File: config.mk
export PLATFORM = sky130hd
export DESIGN_NAME = newton_square_root_flat
export DESIGN_NICKNAME = d
export VERILOG_FILES = /design/src/design/nsr_pkg.sv /design/src/design/nsr_if.sv /design/src/design/nsr_divider.sv /design/src/design/newton_square_root.sv /design/src/flat_wrapper.sv
export SDC_FILE = /design/constraint.sdc
export NUM_CORES = 1
export LEC_CHECK = 0
export ABC_CLOCK_PERIOD_IN_PS = 9500
export BUFFER_PORTS_ARGS = -buffer_cell sky130_fd_sc_hd__buf_2
export CORE_MARGIN = 2
export CORE_UTILIZATION = 47
export CTS_CLUSTER_SIZE = 14
export DETAILED_ROUTE_END_ITERATION = 16
export PLACE_DENSITY_LB_ADDON = 0.2
export REMOVE_ABC_BUFFERS = 1
export SYNTH_ARGS = -nofsm -noshare
export SYNTH_HDL_FRONTEND = slang
export SYNTH_SLANG_ARGS = --single-unit
File: constraint.sdc
create_clock -name clock -period 9.5 [get_ports clock]
set_clock_uncertainty 0.2 [all_clocks]
set_input_delay 1.9 -clock clock [delete_from_list [all_inputs] [get_ports clock]]
set_output_delay 1.9 -clock clock [all_outputs]
set_load 0.005 [all_outputs]
File: src/design/nsr_pkg.sv
// shared constants, types and the sequencer microcode for the newton square root
// no dependencies; compiled first
package nsr_pkg;

   localparam int FRACTION_BITS  = 16;
   localparam int RADICAND_BITS  = 31;
   localparam int RADICAND_WIDTH = 31;
   localparam int ROOT_WIDTH     = 32;
   localparam int TOL_WIDTH      = 16;
   localparam int EST_BITS       = RADICAND_BITS + FRACTION_BITS;
   localparam int QUO_WIDTH      = 64;
   localparam int DIV_STEPS      = RADICAND_BITS + 2 * FRACTION_BITS;
   localparam int COUNT_BITS     = $clog2(DIV_STEPS);

   localparam logic [TOL_WIDTH-1:0]  TOL_RESET = TOL_WIDTH'(66);
   localparam logic [QUO_WIDTH-1:0]  ROOT_MAX  = QUO_WIDTH'({ROOT_WIDTH{1'b1}});

   typedef enum logic [2:0] {
      STEP_IDLE,
      STEP_DIV_INIT,
      STEP_DIV_RUN,
      STEP_TEST,
      STEP_UPDATE,
      STEP_EMIT
   } nsr_step_type;

   typedef enum logic [2:0] {
      COND_ALWAYS,
      COND_REQ_VALID,
      COND_DIV_DONE,
      COND_STOP,
      COND_OUT_FREE
   } nsr_cond_type;

   // accept and emit are qualified by the branch condition
   typedef struct packed {
      nsr_cond_type cond;
      nsr_step_type target_true;
      nsr_step_type target_false;
      logic         accept;
      logic         div_init;
      logic         div_step;
      logic         update;
      logic         emit;
   } nsr_uword_type;

   typedef struct packed {
      logic init;
      logic step;
   } nsr_div_ctrl_type;

   function automatic nsr_uword_type microcode(input nsr_step_type step);
      nsr_uword_type w;
      w = '{COND_ALWAYS, STEP_IDLE, STEP_IDLE, 1'b0, 1'b0, 1'b0, 1'b0, 1'b0};
      case (step)
         STEP_IDLE: begin
            w.cond = COND_REQ_VALID;
            w.target_true = STEP_DIV_INIT;
            w.target_false = STEP_IDLE;
            w.accept = 1'b1;
         end
         STEP_DIV_INIT: begin
            w.cond = COND_ALWAYS;
            w.target_true = STEP_DIV_RUN;
            w.div_init = 1'b1;
         end
         STEP_DIV_RUN: begin
            w.cond = COND_DIV_DONE;
            w.target_true = STEP_TEST;
            w.target_false = STEP_DIV_RUN;
            w.div_step = 1'b1;
         end
         STEP_TEST: begin
            w.cond = COND_STOP;
            w.target_true = STEP_EMIT;
            w.target_false = STEP_UPDATE;
         end
         STEP_UPDATE: begin
            w.cond = COND_ALWAYS;
            w.target_true = STEP_DIV_INIT;
            w.update = 1'b1;
         end
         STEP_EMIT: begin
            w.cond = COND_OUT_FREE;
            w.target_true = STEP_IDLE;
            w.target_false = STEP_EMIT;
            w.emit = 1'b1;
         end
         default: begin
            w.cond = COND_ALWAYS;
            w.target_true = STEP_IDLE;
         end
      endcase
      return w;
   endfunction

endpackage

File: src/design/nsr_if.sv
// request and response channel interfaces with valid/ready handshake
// depends on nsr_pkg
interface nsr_req_if;
   import nsr_pkg::*;
   logic                      valid;
   logic                      ready;
   logic [RADICAND_WIDTH-1:0] radicand;
   modport source (output valid, output radicand, input ready);
   modport sink (input valid, input radicand, output ready);
endinterface

interface nsr_rsp_if;
   import nsr_pkg::*;
   logic                  valid;
   logic                  ready;
   logic [ROOT_WIDTH-1:0] root;
   modport source (output valid, output root, input ready);
   modport sink (input valid, input root, output ready);
endinterface

File: src/design/nsr_divider.sv
// bit-serial restoring divider: floor(x * 2^(2F) / den), one quotient bit per cycle
// while div_ctrl.step is high; depends on nsr_pkg
module nsr_divider (
   input  logic                                clock,
   input  logic                                reset,
   input  nsr_pkg::nsr_div_ctrl_type           div_ctrl,
   input  logic [nsr_pkg::RADICAND_BITS-1:0]   x,
   input  logic [nsr_pkg::EST_BITS-1:0]        den,
   output logic                                done,
   output logic [nsr_pkg::QUO_WIDTH-1:0]       quotient
);
   import nsr_pkg::*;

   logic [RADICAND_BITS-1:0] dividend_ff, dividend_in;
   logic [EST_BITS-1:0]      rem_ff, rem_in;
   logic [QUO_WIDTH-1:0]     quo_ff, quo_in;
   logic                     over_ff, over_in;
   logic [COUNT_BITS-1:0]    count_ff, count_in;
   logic [EST_BITS:0]        rem_shift;
   logic                     fits;

   assign rem_shift = {rem_ff, dividend_ff[RADICAND_BITS-1]};
   assign fits      = rem_shift >= {1'b0, den};
   assign done      = count_ff == COUNT_BITS'(DIV_STEPS - 1);

   always_comb begin
      dividend_in = dividend_ff;
      rem_in      = rem_ff;
      quo_in      = quo_ff;
      over_in     = over_ff;
      count_in    = count_ff;
      if (div_ctrl.init) begin
         dividend_in = x;
         rem_in      = '0;
         quo_in      = '0;
         over_in     = 1'b0;
         count_in    = '0;
      end else if (div_ctrl.step) begin
         dividend_in = {dividend_ff[RADICAND_BITS-2:0], 1'b0};
         over_in     = over_ff | quo_ff[QUO_WIDTH-1];
         count_in    = count_ff + COUNT_BITS'(1);
         if (fits) begin
            rem_in = EST_BITS'(rem_shift - {1'b0, den});
            quo_in = {quo_ff[QUO_WIDTH-2:0], 1'b1};
         end else begin
            rem_in = rem_shift[EST_BITS-1:0];
            quo_in = {quo_ff[QUO_WIDTH-2:0], 1'b0};
         end
      end
   end

   always_ff @(posedge clock) begin
      dividend_ff <= dividend_in;
      rem_ff      <= rem_in;
      quo_ff      <= quo_in;
      over_ff     <= over_in;
      if (reset) begin
         count_ff <= '0;
      end else begin
         count_ff <= count_in;
      end
   end

   // zero divisor or overflow saturates
   assign quotient = (den == '0 || over_ff) ? '1 : quo_ff;

endmodule

File: src/design/newton_square_root.sv
// newton square root: one request enters, passes of k = (x/k + k)/2 run until
// k - x/k falls to or below the tolerance; each pass is one init step, the division
// steps and one test step, plus one update step between passes
// throughput: one request at a time; the next is taken in the idle step after emit,
// once req.valid is high
// reset: sequencer idle, response empty, tolerance back to 66; no clearing pass
module newton_square_root (
   input  logic                               clock,
   input  logic                               reset,
   nsr_req_if.sink                            req,
   nsr_rsp_if.source                          rsp,
   input  logic                               csr_write_enable,
   input  logic [nsr_pkg::TOL_WIDTH-1:0]      csr_write_data
);
   import nsr_pkg::*;

   nsr_step_type          step_ff, step_in;
   nsr_uword_type         uword;
   nsr_div_ctrl_type      div_ctrl;
   logic                  cond_true;

   logic [TOL_WIDTH-1:0]     tolerance_ff, tolerance_in;
   logic [RADICAND_BITS-1:0] x_ff, x_in;
   logic [EST_BITS-1:0]      k_ff, k_in;
   logic                     rsp_valid_ff, rsp_valid_in;
   logic [ROOT_WIDTH-1:0]    root_ff, root_in;

   logic                     div_done;
   logic [QUO_WIDTH-1:0]     quotient;
   logic [QUO_WIDTH-1:0]     k_wide;
   logic [QUO_WIDTH-1:0]     gap;
   logic                     stop;
   logic [EST_BITS:0]        k_sum;
   logic                     out_free;
   logic                     accept;
   logic                     emit;

   assign uword    = microcode(step_ff);
   assign k_wide   = QUO_WIDTH'(k_ff);
   assign gap      = k_wide - quotient;
   assign stop     = (k_wide <= quotient) || (gap <= QUO_WIDTH'(tolerance_ff));
   assign k_sum    = {1'b0, quotient[EST_BITS-1:0]} + {1'b0, k_ff};
   assign out_free = !rsp_valid_ff || rsp.ready;

   always_comb begin
      case (uword.cond)
         COND_ALWAYS:    cond_true = 1'b1;
         COND_REQ_VALID: cond_true = req.valid;
         COND_DIV_DONE:  cond_true = div_done;
         COND_STOP:      cond_true = stop;
         COND_OUT_FREE:  cond_true = out_free;
         default:        cond_true = 1'b0;
      endcase
   end

   // next step
   always_comb begin
      step_in = cond_true ? uword.target_true : uword.target_false;
   end

   // control outputs
   always_comb begin
      req.ready     = uword.accept;
      accept        = uword.accept & cond_true;
      emit          = uword.emit & cond_true;
      div_ctrl.init = uword.div_init;
      div_ctrl.step = uword.div_step;
   end

   always_comb begin
      tolerance_in = csr_write_enable ? csr_write_data : tolerance_ff;
      x_in         = x_ff;
      k_in         = k_ff;
      if (accept) begin
         x_in = RADICAND_BITS'(req.radicand);
         k_in = (EST_BITS'(x_in) + EST_BITS'(1)) << (FRACTION_BITS - 1);
      end else if (uword.update) begin
         k_in = k_sum[EST_BITS:1];
      end
      root_in      = root_ff;
      rsp_valid_in = rsp_valid_ff && !rsp.ready;
      if (emit) begin
         root_in      = (k_wide > ROOT_MAX) ? '1 : k_wide[ROOT_WIDTH-1:0];
         rsp_valid_in = 1'b1;
      end
   end

   always_ff @(posedge clock) begin
      x_ff    <= x_in;
      k_ff    <= k_in;
      root_ff <= root_in;
      if (reset) begin
         step_ff      <= STEP_IDLE;
         rsp_valid_ff <= 1'b0;
         tolerance_ff <= TOL_RESET;
      end else begin
         step_ff      <= step_in;
         rsp_valid_ff <= rsp_valid_in;
         tolerance_ff <= tolerance_in;
      end
   end

   assign rsp.valid = rsp_valid_ff;
   assign rsp.root  = root_ff;

   nsr_divider u_divider (
      .clock    (clock),
      .reset    (reset),
      .div_ctrl (div_ctrl),
      .x        (x_ff),
      .den      (k_ff),
      .done     (div_done),
      .quotient (quotient)
   );

endmodule
File: src/flat_wrapper.sv
// flat-port wrapper written by rule: the top's interface ports become plain ports
module newton_square_root_flat import nsr_pkg::*;
  (clock, reset, csr_write_enable, csr_write_data, req_valid, req_radicand, req_ready, rsp_valid, rsp_root, rsp_ready);
  nsr_req_if req_i ();
  nsr_rsp_if rsp_i ();
  input  logic clock;
  input  logic reset;
  input  logic csr_write_enable;
  input  logic [nsr_pkg::TOL_WIDTH-1:0] csr_write_data;
  input wire logic [$bits(req_i.valid)-1:0] req_valid;
  input wire logic [$bits(req_i.radicand)-1:0] req_radicand;
  output wire logic [$bits(req_i.ready)-1:0] req_ready;
  output wire logic [$bits(rsp_i.valid)-1:0] rsp_valid;
  output wire logic [$bits(rsp_i.root)-1:0] rsp_root;
  input wire logic [$bits(rsp_i.ready)-1:0] rsp_ready;
  assign req_i.valid = req_valid;
  assign req_i.radicand = req_radicand;
  assign req_ready = req_i.ready;
  assign rsp_valid = rsp_i.valid;
  assign rsp_root = rsp_i.root;
  assign rsp_i.ready = rsp_ready;
  newton_square_root u_core (.clock(clock), .reset(reset), .req(req_i), .rsp(rsp_i), .csr_write_enable(csr_write_enable), .csr_write_data(csr_write_data));
endmodule
After elaboration in Yosys (flattened, before gate mapping)
Index checks and enable logic that the tools add are counted.
{"block": "totals", "reg_bits": 279, "in_bits": 52, "output_inout_bits": 34, "wordCells": 63}
{"block": "classes", "n_addsub": 5, "magnitude_cmp": 4, "eq_ne": 10, "n_mux": 17, "n_bitwise": 3, "reduce_logical": 12}
{"cell": "two-way mux 47 bit", "count": 3}
{"cell": "<= comparator 47 x 64 -> 1 bit", "count": 1}
{"cell": "<= comparator 64 x 16 -> 1 bit", "count": 1}
{"cell": "two-way mux 64 bit", "count": 1}
{"cell": "subtractor 47 x 64 -> 64 bit", "count": 1}
{"cell": "two-way mux 31 bit", "count": 2}
{"cell": "adder 47 x 47 -> 48 bit", "count": 1}
{"cell": "greater-or-equal comparator 48 x 47 -> 1 bit", "count": 1}
{"cell": "greater-than comparator 47 x 32 -> 1 bit (second input constant)", "count": 1}
{"cell": "zero test 47 bit", "count": 1}
{"cell": "subtractor 47 bit", "count": 1}
{"cell": "one-hot mux 6 bit (6 select lines)", "count": 1}
{"cell": "adder 31 x 1 -> 32 bit (second input constant)", "count": 1}
{"cell": "equality test 3 x 2 -> 1 bit (second input constant)", "count": 4}
{"cell": "equality test 3 bit (second input constant)", "count": 3}
{"cell": "one-hot mux 3 bit (3 select lines)", "count": 1}
{"cell": "two-way mux 1 bit", "count": 7}
{"cell": "adder 6 x 1 -> 6 bit (second input constant)", "count": 1}
{"cell": "equality test 3 x 1 -> 1 bit (second input constant)", "count": 2}
{"cell": "equality test 6 bit (second input constant)", "count": 1}
{"cell": "zero test 3 bit", "count": 2}
{"cell": "one-hot mux 1 bit (5 select lines)", "count": 1}
{"cell": "nonzero test 2 bit", "count": 2}
{"cell": "logical OR 1 bit", "count": 3}
{"cell": "other kinds (6)", "count": 8}

Longest topological paths before layout
{"block": "depth", "depth_word": 9, "depth_mapped": 32}

By module
From an unflattened synthesis, not the netlist that was laid out.
{"block": "unflattened", "hier_cells": 2484, "hier_area_um2": 21282.9}
{"mod": "newton_square_root", "instances": 1, "cells_per_inst": 1410, "area_each_um2": 11995.3}
{"mod": "nsr_divider", "instances": 1, "cells_per_inst": 1074, "area_each_um2": 9287.7}

Least setup slack after synthesis
No wires, ideal clock.
{"block": "synth_path", "path_type": "register to register", "start": "register u_core.k_ff[32]", "end": "register u_core.step_ff[0]", "setup_time_ns": 0.057, "arrival_ns": 6.924, "required_time_ns": 9.243, "slack_ns": 2.319, "stages_incl_launch_ff": 31, "cell_sequence": "edfxtp_1 > nor4_1 > nand4_1 > o41ai_4 > clkbuf_1 > clkbuf_1 > clkbuf_1 > clkbuf_1 > or2_2 > ha_1 > clkbuf_1 > or3b_2 > o221ai_1 > or4_1 > and2_1 > nor2_1 > nor2_1 > nor2_1 > nor2_1 > nor2_1 > xor2_1 > ha_1 > nand4_1 > or4_1 > nand2_1 > o2111ai_1 > or4_1 > a2111o_1 > or4_1 > nor4b_2 > a21o_1"}
{"block": "synth_between", "elab_chain_len": 8, "elab_cells_between_ends": 9, "classes_between": "1 x add/sub; 2 x order compare; 3 x mux; 3 x reduce/logical"}
{"element": "start, declared", "line": "newton_square_root.sv:24", "text": "logic [EST_BITS-1:0] k_ff, k_in;"}
{"element": "start signal, assigned", "line": "newton_square_root.sv:90", "text": "k_ff <= k_in;"}
{"element": "zero test 47 bit", "line": "nsr_divider.sv:65", "text": "assign quotient = (den == '0 || over_ff) ? '1 : quo_ff;"}
{"element": "logical OR 1 bit", "line": "nsr_divider.sv:65"}
{"element": "two-way mux 64 bit", "line": "nsr_divider.sv:65"}
{"element": "subtractor 47 x 64 -> 64 bit", "line": "newton_square_root.sv:40", "text": "assign gap = k_wide - quotient;"}
{"element": "<= comparator 64 x 16 -> 1 bit", "line": "newton_square_root.sv:41", "text": "assign stop = (k_wide <= quotient) || (gap <= QUO_WIDTH'(tolerance_ff));"}
{"element": "logical OR 1 bit (*)", "line": "newton_square_root.sv:41"}
{"element": "one-hot mux 1 bit (5 select lines) (*)", "line": "newton_square_root.sv:46", "text": "case (uword.cond)"}
{"element": "two-way mux 3 bit (*)", "line": "newton_square_root.sv:58", "text": "step_in = cond_true ? uword.target_true : uword.target_false;"}
{"element": "end signal, assigned", "line": "newton_square_root.sv:97", "text": "step_ff <= step_in;"}
{"element": "end, declared", "line": "newton_square_root.sv:17", "text": "nsr_step_type step_ff, step_in;"}
Mark *: on every way between the ends. The rest lies on a longest branch, timed or not.
A chain may end at the register's enable or synchronous reset.

Worst setup path in the final report
Same ends and word-level chain as after synthesis.

==> flow_summary.toml <==
[outcome]
status = "finished clean"

[pwr]
cellLeakagePower_nw = 9.49
p_sw_w = 0.00170
p_sw_share_pct = 37.9
vdd_ir_drop_max_mv = 0.149
p_int_w = 0.00279
seq_power_share_pct = 33.2
powerDensity_nw_per_um2 = 192
combPwrFrac_pct = 38.5
power_frac_clock_pct = 28.3

[clock_network]
cts.path.max_buffers = 3
htree_levels = 2
cts.sinks = 279
clkSlewWorstSetupHoldPaths_ps = 60
root_buffer = "clkbuf_16"
ctsHoldBuffers = 0
cts_buffers = 34
cts_setup_buffers = 0
insertion_delay_ps = 560
tritoncts = "done"
cts-resized-gates = 0

[detailed_routing]
drc = 0
routed_wl_um = 66800
wire_per_inst_um = 20.3
initialDrtViolationCount = 1669
vias_per_cell = 6.05
firstDrtPassIters = 6
num_vias = 19800
antenna_left = 0

[floorplan]
dieArea_um2 = 47300
die_w_um = 218
core_area_um2 = 45200
pin_count = 86
start_util_pct = 47.4
chipHeight_um = 218
row_count = 78

[grt]
gr-total-overflow = 0
grt_use_total_pct = 27.8
grt_pass1_vias = 18800
grt_antenna_before_repair = 1
grt_max_degree = 75
grt_pass1_wl_um = 104000

[min_path]
hp-class = "register to register"

[layout]
mostFrequentLayoutCells = "335 x nand2_1, 222 x nor2_1, 210 x a21oi_1"
final_common_cell = "nand2_1"
areaGrowthSynthToFinish_pct = 8.79
nNetsFinal = 2871
drive_above_1_share_pct = 9.55
fillCellCount = 4305

[synthesis]
ys.flop_type = "dfxtp_1"
synth-edff-count = 126
ys_ff_latch = 279
netlist_area_um2 = 21400
ys_types = 92
synth.avg_cell_area_um2 = 8.06
seq_area_frac_synth_pct = 31.9
async_flop_share_pct = 0
synth_warnings = 0
synthesis.instances = 2660
synth.area.top_cells = "edfxtp_1 18%, dfxtp_1 14%, ha_1 9.4%"
synth_top_cell_by_area = "edfxtp_1"
yosysTopAreaCellShare_pct = 17.7

[sta]
tightestPinTransition_ps = 1110
hold_violations = 0
finalMaxSlewViolations = 0
holdWs_ps = 267
fmax_ghz = 0.135
period_share_pct = 77.8
setup_violations = 0
grt_setup_unrepaired = "no"
slew_headroom_pct = 25.6
fin_crit_ps = 7390
tns_ps = 0

[critical_path]
worstSetupStartpointType = "register"
arrival_ps = 7680
critPathRequiredTime_ps = 9790
end_kind = "register"
crit_fanout = 31
path_class = "register to register"

[placed_design]
io_buffers = 85
dpl.hpwl_um = 50100
place.gp.congestion = 0.998

[run]
maxCapViolCount = 0
[state kept, by name, indices dropped and copies added (netlist names)]
name,count
u_core.x_ff,31
u_core.u_divider.quo_ff,64
u_core.rsp.root,32
u_core.u_divider.over_ff,1
u_core.tolerance_ff,16
u_core.k_ff,47
u_core.u_divider.dividend_ff,31
u_core.u_divider.count_ff,6
u_core.step_ff,3
u_core.rsp.valid,1
u_core.u_divider.rem_ff,47
[cell type report]
cell class	instances	area, um^2	share of cell area, %
sequential	279	6850	29.4
timing repair buffer	105	576	2.47
tap	600	751	3.22
antenna	1	2.50	0.0107
multi-input combinational	2078	13500	57.8
clock inverter	21	165	0.708
inverter	157	589	2.53
clock buffer	40	915	3.92
[critical path, stage by stage, from the launching register on]
cell and delay [ps]:
edfxtp_1 440, nor4_1 400, nand4_1 380, o41ai_4 780, buf_4 450, or2_2 190, ha_1 340, nor4_1 410
o31a_1 210, and2_1 200, nor2_1 80, nor2_1 140, nor2_1 60, nor2_1 80, nor2_1 60, xor2_1 160
ha_1 310, nand4_1 140, or4_1 520, nand2_1 100, o2111ai_1 100, or4_1 430, a2111o_1 280, or4_1 530
nor4b_2 220, a21o_1 110
[routing by layer]
layer | vias to the layer above | global-route usage [%] | part of all wire, % | wire length [um]
li1 | 9554 | - | - | -
met1 | 9453 | 39.9 | 47 | 31300
met2 | 734 | 42.9 | 43 | 28900
met3 | 94 | 4.52 | 7.2 | 4830
met4 | 0 | 7.76 | 2.5 | 1640
met5 | - | 0 | 0 | 0
[power by group through the flow]
stage / clock (W) / sequential, W / combinational [W]
global route: 0.00134 / 0.00150 / 0.00190
finish: 0.00127 / 0.00149 / 0.00172
detailed placement: 0 / 0.00151 / 0.00169
global placement: 0 / 0.00150 / 0.00167
floorplan: 0 / 0.00148 / 0.00129
CTS: 0.00129 / 0.00149 / 0.00170
[per-stage QoR]
stage | instances | area, um^2 | util (%) | setup slack [ps] | power, W
5_1_grt | 3281 | 23300 | 51.6 | 1630 | 0.00474
3_5_place_dp | 3219 | 22200 | 49.2 | 2150 | 0.00320
2_1_floorplan | 2514 | 20900 | - | 1370 | 0.00277
3_3_place_gp | 3219 | 22200 | 49.2 | 2210 | 0.00317
6_report | 3281 | 23300 | 51.6 | 2110 | 0.00448
4_1_cts | 3280 | 23300 | 51.6 | 2100 | 0.00448
[cell usage after synthesis, types with 53 or more instances]
library cell  number
nor2_1           225
dfxtp_1          153
nand2b_1          53
nand3_1           60
o21ai_0          120
ha_1             161
a21oi_1          210
xnor2_1           84
inv_1            152
clkbuf_1         117
xor2_1            56
nor3_1            58
nand2_1          336
mux2i_1           58
a21o_1            55
edfxtp_1         126
or2_2             53
nor4_1            56
[path summary, 6_finish.rpt]
path	startpoint	cells after the start	endpoint	slack [ps]
worst max-delay path	u_core.k_ff[32]$_DFFE_PP_	25	u_core.step_ff[0]$_SDFF_PP0_	2110
worst min-delay path	u_core.u_divider.quo_ff[46]$_SDFFE_PP0P_	2	u_core.u_divider.quo_ff[47]$_SDFFE_PP0P_	270
worst max register to register	u_core.k_ff[32]$_DFFE_PP_	25	u_core.step_ff[0]$_SDFF_PP0_	2110
worst min register to register	u_core.u_divider.quo_ff[46]$_SDFFE_PP0P_	2	u_core.u_divider.quo_ff[47]$_SDFFE_PP0P_	270
[kinds of logic (layout without fill, tap and decap cells)]
logic type	count (synthesis)	after routing	synth area share, %
XOR/XNOR	140	140	5.72
flip-flops	279	279	31.9
buffers and inverters	303	323	5.42
adder cells (fa/ha/maj)	164	164	9.68
AO/OA/AOI/OAI	699	699	21.5
other	0	1	0
multiplexers	60	60	2.81
AND/OR/NAND/NOR	1015	1015	22.9
(Power assumes the default switching activity.)
